### src/rtl/skt_pkg.sv
// ============================================================================
// skt_pkg: shared types and codes for the sorted key table
// Operation and status codes, default sizes, and the per-cell control struct.
// ============================================================================
package skt_pkg;

    localparam int DEPTH_DEF    = 16;
    localparam int KEY_BITS_DEF = 32;

    localparam int KIND_W   = 2;
    localparam int STATUS_W = 2;

    localparam logic [KIND_W-1:0] KIND_INSERT = 2'd0;
    localparam logic [KIND_W-1:0] KIND_DELETE = 2'd1;
    localparam logic [KIND_W-1:0] KIND_SEARCH = 2'd2;

    localparam logic [STATUS_W-1:0] ST_DONE    = 2'd0;
    localparam logic [STATUS_W-1:0] ST_DUP     = 2'd1;
    localparam logic [STATUS_W-1:0] ST_MISSING = 2'd2;
    localparam logic [STATUS_W-1:0] ST_FULL    = 2'd3;

    // Broadcast to every cell during the update cycle
    typedef struct packed {
        logic do_insert;
        logic do_delete;
    } cell_ctl_t;

endpackage

### src/rtl/sorted_key_table_unit.sv
// The input beat is registered when taken; the cell row then registers its parallel
// compare flags in the compare phase, and the result is registered in the shift/update
//   phase. A new item can be taken during the update phase of the previous one.
// A waiting result blocks the next input beat only while an update also waits; an
//   update waits only while the output register still holds an untaken result.
// Reset clears the entry count and the control state; cell keys are not reset.
// ============================================================================
// sorted_key_table_unit: ascending table of unique signed keys
// Insert, delete and search on a row of compare-and-shift cells.
// ============================================================================
module sorted_key_table_unit #(
    parameter int  DEPTH    = skt_pkg::DEPTH_DEF,
    parameter int  KEY_BITS = skt_pkg::KEY_BITS_DEF,
    localparam int CNT_W    = $clog2(DEPTH + 1)
) (
    input  logic                          clk,
    input  logic                          rst_n,
    input  logic                          in_valid,
    output logic                          in_stall,
    input  logic [skt_pkg::KIND_W-1:0]    kind,
    input  logic signed [KEY_BITS-1:0]    key,
    output logic                          out_valid,
    input  logic                          out_stall,
    output logic [skt_pkg::STATUS_W-1:0]  status,
    output logic [CNT_W-1:0]              index,
    output logic [CNT_W-1:0]              count
);
    import skt_pkg::*;

    localparam logic [1:0] PH_IDLE = 2'd0;
    localparam logic [1:0] PH_CMP  = 2'd1;
    localparam logic [1:0] PH_UPD  = 2'd2;

    logic [1:0]                 phase_reg;
    logic [1:0]                 phase_next;
    logic [KIND_W-1:0]          kind_reg;
    logic signed [KEY_BITS-1:0] item_key_reg;
    logic [CNT_W-1:0]           count_reg;
    logic [CNT_W-1:0]           count_next;
    logic                       out_valid_reg;
    logic                       out_valid_next;
    logic [STATUS_W-1:0]        status_reg;
    logic [CNT_W-1:0]           index_reg;
    logic [CNT_W-1:0]           count_out_reg;

    logic                       in_accept;
    logic                       out_blocked;
    logic                       upd_fire;
    logic                       cmp_en;
    cell_ctl_t                  ctl;
    cell_ctl_t                  ctl_sel;
    logic [STATUS_W-1:0]        status_sel;
    logic [CNT_W-1:0]           index_sel;
    logic [CNT_W-1:0]           count_sel;

    logic signed [KEY_BITS-1:0] cell_key_w [DEPTH];
    logic [DEPTH-1:0]           lt_w;
    logic [DEPTH-1:0]           eq_w;
    logic [DEPTH-1:0]           boundary;
    logic [CNT_W-1:0]           pos;
    logic                       hit;
    logic                       full;

    assign out_blocked = out_valid_reg && out_stall;
    assign upd_fire    = (phase_reg == PH_UPD) && !out_blocked;
    assign in_stall    = (phase_reg == PH_CMP) || ((phase_reg == PH_UPD) && out_blocked);
    assign in_accept   = in_valid && !in_stall;
    assign cmp_en      = (phase_reg == PH_CMP);

    // ------------------------------------------------------------------
    // Cell row
    // ------------------------------------------------------------------
    for (genvar i = 0; i < DEPTH; i++)
    begin : g_cell
        logic signed [KEY_BITS-1:0] left_key;
        logic                       left_lt;
        logic signed [KEY_BITS-1:0] right_key;

        if (i == 0)
        begin : g_first
            assign left_key = item_key_reg;
            assign left_lt  = 1'b1;
        end
        else
        begin : g_mid
            assign left_key = cell_key_w[i-1];
            assign left_lt  = lt_w[i-1];
        end

        if (i == DEPTH - 1)
        begin : g_last
            assign right_key = cell_key_w[i];
        end
        else
        begin : g_inner
            assign right_key = cell_key_w[i+1];
        end

        assign boundary[i] = !lt_w[i] && left_lt;

        skt_cell #(
            .KEY_BITS (KEY_BITS),
            .CNT_W    (CNT_W),
            .INDEX    (i)
        ) u_cell (
            .clk       (clk),
            .key       (item_key_reg),
            .count     (count_reg),
            .cmp_en    (cmp_en),
            .ctl       (ctl),
            .left_key  (left_key),
            .left_lt   (left_lt),
            .right_key (right_key),
            .cell_key  (cell_key_w[i]),
            .lt        (lt_w[i]),
            .eq        (eq_w[i])
        );
    end

    // ------------------------------------------------------------------
    // Resolve position and decide the operation
    // ------------------------------------------------------------------
    always_comb
    begin
        pos = '0;
        for (int i = 0; i < DEPTH; i++)
        begin
            pos = pos | ({CNT_W{boundary[i]}} & CNT_W'(i));
        end
        // every stored key is below: position is one past the end
        if (lt_w[DEPTH-1])
        begin
            pos = CNT_W'(DEPTH);
        end
    end

    assign hit  = |eq_w;
    assign full = (count_reg == CNT_W'(DEPTH));

    always_comb
    begin
        ctl_sel    = '0;
        status_sel = ST_MISSING;
        index_sel  = '0;
        count_sel  = count_reg;
        unique case (kind_reg)
            KIND_INSERT:
            begin
                index_sel = pos;
                if (hit)
                begin
                    status_sel = ST_DUP;
                end
                else if (full)
                begin
                    status_sel = ST_FULL;
                end
                else
                begin
                    status_sel        = ST_DONE;
                    ctl_sel.do_insert = 1'b1;
                    count_sel         = count_reg + 1'b1;
                end
            end
            KIND_DELETE:
            begin
                if (hit)
                begin
                    status_sel        = ST_DONE;
                    index_sel         = pos;
                    ctl_sel.do_delete = 1'b1;
                    count_sel         = count_reg - 1'b1;
                end
            end
            default:
            begin
                // search, and the unused code decoded as search
                if (hit)
                begin
                    status_sel = ST_DONE;
                    index_sel  = pos;
                end
            end
        endcase
    end

    assign ctl        = upd_fire ? ctl_sel : '0;
    assign count_next = upd_fire ? count_sel : count_reg;

    always_comb
    begin
        phase_next = phase_reg;
        unique case (phase_reg)
            PH_IDLE: if (in_accept) phase_next = PH_CMP;
            PH_CMP:  phase_next = PH_UPD;
            PH_UPD:
            begin
                if (upd_fire)
                begin
                    phase_next = in_accept ? PH_CMP : PH_IDLE;
                end
            end
            default: phase_next = PH_IDLE;
        endcase
    end

    assign out_valid_next = upd_fire || out_blocked;

    always_ff @(posedge clk or negedge rst_n)
    begin
        if (!rst_n)
        begin
            phase_reg     <= PH_IDLE;
            count_reg     <= '0;
            out_valid_reg <= 1'b0;
        end
        else
        begin
            phase_reg     <= phase_next;
            count_reg     <= count_next;
            out_valid_reg <= out_valid_next;
        end
    end

    always_ff @(posedge clk)
    begin
        if (in_accept)
        begin
            kind_reg     <= kind;
            item_key_reg <= key;
        end
        if (upd_fire)
        begin
            status_reg    <= status_sel;
            index_reg     <= index_sel;
            count_out_reg <= count_sel;
        end
    end

    assign out_valid = out_valid_reg;
    assign status    = status_reg;
    assign index     = index_reg;
    assign count     = count_out_reg;

    // ------------------------------------------------------------------
    // Assertions
    // ------------------------------------------------------------------
    a_count_bound: assert property (@(posedge clk) disable iff (!rst_n)
        count_reg <= CNT_W'(DEPTH))
        else $error("entry count exceeds table depth");

    a_lt_thermo: assert property (@(posedge clk) disable iff (!rst_n)
        (phase_reg == PH_UPD) |-> (((lt_w >> 1) & ~lt_w) == '0))
        else $error("below-key flags not a prefix: table out of order");

    a_eq_single: assert property (@(posedge clk) disable iff (!rst_n)
        (phase_reg == PH_UPD) |-> $onehot0(eq_w))
        else $error("key matches more than one cell");

    a_ins_count: assert property (@(posedge clk) disable iff (!rst_n)
        ctl.do_insert |=> count_reg == CNT_W'($past(count_reg) + 1'b1))
        else $error("insert did not advance entry count");

    a_del_count: assert property (@(posedge clk) disable iff (!rst_n)
        ctl.do_delete |=> count_reg == CNT_W'($past(count_reg) - 1'b1))
        else $error("delete did not drop entry count");

endmodule

### src/rtl/skt_cell.sv
// ============================================================================
// skt_cell: one slot of the sorted key table
// Holds one key, compares it with the broadcast key, and takes a key from its
// left or right neighbor when an insert or delete opens or closes a gap.
// ============================================================================
module skt_cell #(
    parameter int KEY_BITS = skt_pkg::KEY_BITS_DEF,
    parameter int CNT_W    = 5,
    parameter int INDEX    = 0
) (
    input  logic                       clk,
    input  logic signed [KEY_BITS-1:0] key,
    input  logic        [CNT_W-1:0]    count,
    input  logic                       cmp_en,
    input  skt_pkg::cell_ctl_t         ctl,
    input  logic signed [KEY_BITS-1:0] left_key,
    input  logic                       left_lt,
    input  logic signed [KEY_BITS-1:0] right_key,
    output logic signed [KEY_BITS-1:0] cell_key,
    output logic                       lt,
    output logic                       eq
);
    import skt_pkg::*;

    logic signed [KEY_BITS-1:0] key_reg;
    logic signed [KEY_BITS-1:0] key_next;
    logic                       lt_reg;
    logic                       eq_reg;
    logic                       valid;

    assign valid = count > CNT_W'(INDEX);

    always_comb
    begin
        priority if (ctl.do_insert && !lt_reg)
        begin
            // first cell at or past the insert point takes the new key
            key_next = left_lt ? key : left_key;
        end
        else if (ctl.do_delete && !lt_reg)
        begin
            key_next = right_key;
        end
        else
        begin
            key_next = key_reg;
        end
    end

    always_ff @(posedge clk)
    begin
        key_reg <= key_next;
        if (cmp_en)
        begin
            lt_reg <= valid && (key_reg < key);
            eq_reg <= valid && (key_reg == key);
        end
    end

    assign cell_key = key_reg;
    assign lt       = lt_reg;
    assign eq       = eq_reg;

endmodule
### config.mk
export PLATFORM = sky130hd
export DESIGN_NAME = sorted_key_table_unit
export DESIGN_NICKNAME = d
export VERILOG_FILES = /design/src/rtl/skt_pkg.sv /design/src/rtl/sorted_key_table_unit.sv /design/src/rtl/skt_cell.sv
export SDC_FILE = /design/constraint.sdc
export NUM_CORES = 2
export LEC_CHECK = 0
export BUFFER_PORTS_ARGS = -buffer_cell sky130_fd_sc_hd__buf_4
export CAP_MARGIN = 20
export CORE_MARGIN = 2
export CORE_UTILIZATION = 50
export CTS_CLUSTER_DIAMETER = 50
export DETAILED_ROUTE_END_ITERATION = 8
export PLACE_DENSITY = 0.66
export SLEW_MARGIN = 10
export SYNTH_ARGS = -nofsm -noshare
export SYNTH_HDL_FRONTEND = slang
export SYNTH_HIERARCHICAL = 1
export SYNTH_SLANG_ARGS = --single-unit
export TNS_END_PERCENT = 100
### constraint.sdc
create_clock -name clk -period 6.4 [get_ports clk]
set_clock_uncertainty 0.1 [all_clocks]
set_input_delay 1.28 -clock clk [delete_from_list [all_inputs] [get_ports clk]]
set_output_delay 1.28 -clock clk [all_outputs]
set_load 0.02 [all_outputs]
**Word-level counts from Yosys, hierarchy flattened**

Cells that the tools add are included.

- Flip-flop bits (word level): 598
- Bits of input ports: 38
- Output and inout bits: 14
- Word-level logic and storage cells: 313

- Add/subtract/negate cells: 2
- Magnitude comparators: 32
- Equal/unequal tests: 22
- Muxes and demuxes: 66
- Bitwise operators: 14
- Reductions and logical operators: 121

Operators with widths:

| cell | number |
|---|---|
| two-way mux 32 bit | 45 |
| equality test 32 bit | 16 |
| less-than comparator 32 bit | 16 |
| logical AND 1 bit | 82 |
| greater-than comparator 5 x 4 -> 1 bit, second input constant | 8 |
| two-way mux 5 bit | 6 |
| nonzero test 2 bit | 15 |
| OR 4 bit | 7 |
| greater-than comparator 5 x 3 -> 1 bit, second input constant | 4 |
| logical NOT 1 bit | 18 |
| OR reduction 16 bit | 1 |
| two-way mux 2 bit | 7 |
| greater-than comparator 5 x 1 -> 1 bit, second input constant | 2 |
| greater-than comparator 5 x 2 -> 1 bit, second input constant | 2 |
| case mux 5 bit (2 select lines) | 1 |
| OR 3 bit | 3 |
| two-way mux 1 bit | 6 |
| case mux 2 bit (3 select lines) | 1 |
| adder 5 x 1 -> 5 bit, second input constant | 1 |
| equality test 5 bit, second input constant | 1 |
| subtractor 5 x 1 -> 5 bit, second input constant | 1 |
| equality test 2 x 1 -> 1 bit, second input constant | 2 |
| logical NOT 2 bit | 2 |
| inequality test 2 bit, second input constant | 2 |
| 7 further kinds | 8 |

**Longest topological paths before layout**

- Depth in word-level cells: 19
- Gate-level depth with buffers: 10
- Mapped depth without buffers: 8

**Cells and area by module**

Netlist, hierarchy kept.

By module, submodules not included:

| module | instances | cells each | area each (sq um) | seq. area each (sq um) |
|---|---|---|---|---|
| skt_cell (g_cell[12].u_cell ...) | 2 | 260 | 2534.9 | 1021.0 |
| skt_cell (g_cell[14].u_cell ...) | 2 | 259 | 2531.2 | 1021.0 |
| skt_cell (g_cell[11].u_cell ...) | 2 | 260 | 2509.9 | 1021.0 |
| skt_cell (g_cell[0].u_cell) | 1 | 262 | 2566.2 | 1021.0 |
| skt_cell (g_cell[13].u_cell) | 1 | 262 | 2563.7 | 1021.0 |
| skt_cell (g_cell[15].u_cell) | 1 | 259 | 2553.7 | 1021.0 |
| skt_cell (g_cell[9].u_cell) | 1 | 264 | 2541.2 | 1021.0 |
| skt_cell (g_cell[2].u_cell) | 1 | 259 | 2537.4 | 1021.0 |
| skt_cell (g_cell[5].u_cell) | 1 | 262 | 2526.2 | 1021.0 |
| skt_cell (g_cell[1].u_cell) | 1 | 262 | 2524.9 | 1021.0 |
| skt_cell (g_cell[10].u_cell) | 1 | 260 | 2519.9 | 1021.0 |
| skt_cell (g_cell[8].u_cell) | 1 | 260 | 2518.7 | 1021.0 |
| skt_cell (g_cell[7].u_cell) | 1 | 260 | 2508.7 | 1021.0 |
| sorted_key_table_unit | 1 | 163 | 2273.4 | 1581.5 |

**Worst setup path before layout**

OpenSTA, ideal clock, no wires.

- Path type: in2reg
- Start point: input port out_stall
- End point: register g_cell[0].u_cell.key_reg[0] (enable)
- Setup time: 0.421 ns
- Arrival: 4.834 ns
- Required time: 5.879 ns
- Setup slack: 1.044 ns
- Cell stages on the path: 6
- Buffers on the path: 1
- Path through: nand2_1 > nand2b_1 > clkbuf_1 > nor3_1 > nor2_1 > nor2_1

RTL lines:

| element | line | source |
|---|---|---|
| from (decl) | sorted_key_table_unit.sv:23 | `input logic out_stall,` |
| to (signal assigned) | skt_cell.sv:52 | `key_reg <= key_next;` |
| to (decl) | skt_cell.sv:25 | `logic signed [KEY_BITS-1:0] key_reg;` |

==> reports/metrics.json <==
{
  "logic_synthesis": {
    "synth_enable_flop_cells": 590,
    "ys_ff_latch": 598,
    "synthDistinctLibCells": 77,
    "synth.yosys.warnings": 6,
    "syn-cell-area_mm2": 0.04279,
    "syn-mean-instance-area_um2": 9.879,
    "postSynth.topFlopCell": "edfxtp_1",
    "synth_cells": 4331,
    "share_of_flip_flops_with_an_asynchronous_set_or_reset_pct": 1.338,
    "mappedNetlistNets": 4884,
    "sequential_element_share_of_the_synthesized_area_pct": 41.88
  },
  "routing": {
    "firstDrtPassIters": 5,
    "1st_iter_drt_viols": 2419,
    "route.detailed.vias_per_inst": 5.817,
    "antenna_left": 0,
    "wl_per_cell_um": 21.21,
    "vias": 32710,
    "routed_wirelength_mm": 119.3,
    "drcViolationCount": 0
  },
  "clock_network": {
    "tritoncts.num_buffers": 90,
    "cts_max_level": 3,
    "clk-insertion-delay-late_ns": 0.65,
    "gates_resized_cts_repair": 0,
    "clkTransAtPathRegs_ns": 0.06,
    "clock_sinks": 598,
    "post-cts-setup-buffers": 0,
    "tritoncts": "done",
    "clock_tree.buffer_depth": 3,
    "clockRootBuffer": "clkbuf_16",
    "cts_hold_buffers": 0
  },
  "critical_path": {
    "worst-path-buf-inv": 1,
    "start_kind": "register",
    "worst_path_cell_chain": "nor4_1 > nand4_2 > nor3_2 > buf_4 > nand2b_2 > nand2_1 > o21ai_0",
    "worst-endpoint-arrival_ns": 4.34,
    "criticalPathCategory": "register to register",
    "required_ns": 6.64,
    "timing.critical_path.depth": 7,
    "crit_slowest_cell": "nor4_1",
    "critical-path-top-delay-family": "simple AND/OR/NAND/NOR gates",
    "crit_path_end_kind": "register",
    "max_stage_delay_ns": 0.74,
    "top_fanout_value_on_the_critical_path": 64,
    "reg2regPathDepth": 7
  },
  "final_layout": {
    "most_frequent_cells_in_the_layout": "nand2_1 (642), edfxtp_1 (590), o21ai_0 (535)",
    "antenna_cells": 0,
    "largest_reg_flops": 512,
    "nFillCells": 7386,
    "final_core_density_pct": 56.50,
    "num-nets-final": 4961,
    "instances_no_fill": 5623,
    "drive_above_1_share_pct": 9.399,
    "final_common_cell": "nand2_1",
    "postLayoutCellArea_mm2": 0.04803,
    "area_growth_syn_to_layout_pct": 12.26
  },
  "timing": {
    "max_slew_violations": 0,
    "setup-tns-final_ns": 0,
    "finalCritPeriodShare_pct": 64.05,
    "timing.final.crit_period_ns": 4.099,
    "max_freq_mhz": 244.0,
    "tightest_slew_ns": 1.203,
    "setup_violations": 0,
    "final-hold-violation-count": 0,
    "grt_setup_unrepaired": "no",
    "post-route-worst-setup-slack_ns": 2.301,
    "tightest_hold_margin_ns": 0.3399,
    "timing.max_slew.rel_slack_pct": 19.03
  },
  "place": {
    "place.port_buffers": 51,
    "dp_hpwl_mm": 89.10,
    "place.detailed.instances": 5447,
    "pre_cts_slack_ns": 2.232,
    "place_congestion": 0.8596,
    "placed_area_mm2": 0.04471
  },
  "global_routing": {
    "global_route_wire_length_before_repair_mm": 184.6,
    "track_usage_pct": 26.98,
    "first_global_vias": 32160,
    "grt_overflow": 0,
    "grt_start_max_net_pins": 65,
    "grt_antenna_before_repair": 0
  },
  "power": {
    "p_switching_mw": 3.301,
    "static-leakage-power_nw": 22.19,
    "total_power_mw": 11.58,
    "pwr-share-clk_pct": 42.8,
    "netSwitchingFraction_pct": 28.52,
    "pwr-share-comb_pct": 17.7,
    "p_per_area_mw_per_mm2": 241.0,
    "power.share.sequential_pct": 39.5,
    "ir_drop_mv": 0.2330,
    "cell_internal_power_mw": 8.274
  },
  "min_path": {
    "worst_hold_path_type": "primary input to async pin"
  },
  "die": {
    "boundaryPins": 52,
    "die_area_mm2": 0.08793,
    "std_cell_rows": 107,
    "core_area_mm2": 0.08501,
    "dieWidth_um": 296.5,
    "initial_utilization_pct": 50.33,
    "floorplan.die.height_um": 296.5
  },
  "flow_run": {
    "cap_viol_max_count": 0
  },
  "outcome": {
    "run_status": "complete, no violations"
  }
}
## worst paths after layout
kind	startpoint	end	slack, ns
worst max-delay path	g_cell[2].u_cell/eq	g_cell[15].u_cell/cell_key[27]	2.30
worst min-delay path	rst_n	count_reg[0]	0.34
worst max register to register	g_cell[2].u_cell/eq	g_cell[15].u_cell/cell_key[27]	2.30
worst min register to register	phase_reg[0]	phase_reg[0]	0.36
max in group asynchronous	rst_n	count_reg[1]	5.72
min in group clk	phase_reg[0]	phase_reg[0]	0.36
## layer usage
layer	global-route usage, %	vias up	wire length, um
met5	0	-	0
met4	10.31	0	4593
met3	3.400	253	6176
met2	45.67	897	56330
met1	35.29	15790	52160
li1	-	15770	-
## power groups by stage
stage | registers [mW] | logic, mW | clock network, mW
after floorplan | 4.69 | 1.29 | 0
after global placement | 4.64 | 1.95 | 0
after detailed placement | 4.65 | 2.00 | 0
after CTS | 4.57 | 2.02 | 5.03
after global routing | 4.58 | 2.24 | 5.18
final | 4.57 | 2.05 | 4.96
## cell type report
type,count,area (um^2),share of cell area [%]
inverter,533,2001,4.165
clock buffer,105,2308,4.806
clock inverter,58,674.4,1.404
sequential,598,17920,37.30
timing repair buffer,166,1481,3.084
tap,1144,1431,2.980
multi-input combinational,3019,22220,46.26
## worst reg2reg max path, cell delays in order, from the launching register on
cell and delay, ns:
edfxtp_1 0.36, nor4_1 0.74, nand4_2 0.58, nor3_2 0.33, buf_4 0.55, nand2b_2 0.73
nand2_1 0.31, o21ai_0 0.11
## cells in the mapped netlist, types with 11 or more instances
cell type | number | area (um^2)
a211oi_1 | 23 | 172.7
a21o_1 | 38 | 285.3
a21oi_1 | 178 | 890.9
a31oi_1 | 11 | 68.82
and4_1 | 40 | 350.3
buf_2 | 55 | 275.3
clkbuf_1 | 124 | 465.5
edfxtp_1 | 590 | 17720
ha_1 | 515 | 6444
inv_1 | 533 | 2001
mux2i_1 | 517 | 5175
nand2_1 | 642 | 2410
nand2b_1 | 24 | 150.1
nand3_1 | 32 | 160.2
nand4_1 | 57 | 356.6
nand4_2 | 11 | 137.6
nor2_1 | 84 | 315.3
nor2b_1 | 30 | 187.7
nor3_1 | 19 | 95.09
nor4_1 | 16 | 100.1
nor4_2 | 12 | 150.1
o21a_1 | 14 | 105.1
o21ai_0 | 535 | 2678
o21ai_1 | 53 | 265.3
o31a_1 | 12 | 105.1
## logic make-up (layout without fill, tap and decap cells)
kind of cell | count (synthesis) | after routing | share of synthesized area, %
flip-flops | 598 | 598 | 41.88
XOR/XNOR | 8 | 8 | 0.1638
multiplexers | 526 | 526 | 12.38
other | 1 | 1 | 0.008765
buffers and inverters | 714 | 862 | 6.451
AO/OA/AOI/OAI | 957 | 957 | 12.73
adder cells (fa/ha/maj) | 515 | 515 | 15.06
AND/OR/NAND/NOR | 1012 | 1012 | 11.33
Note: power is estimated with default switching activity, not from simulation.
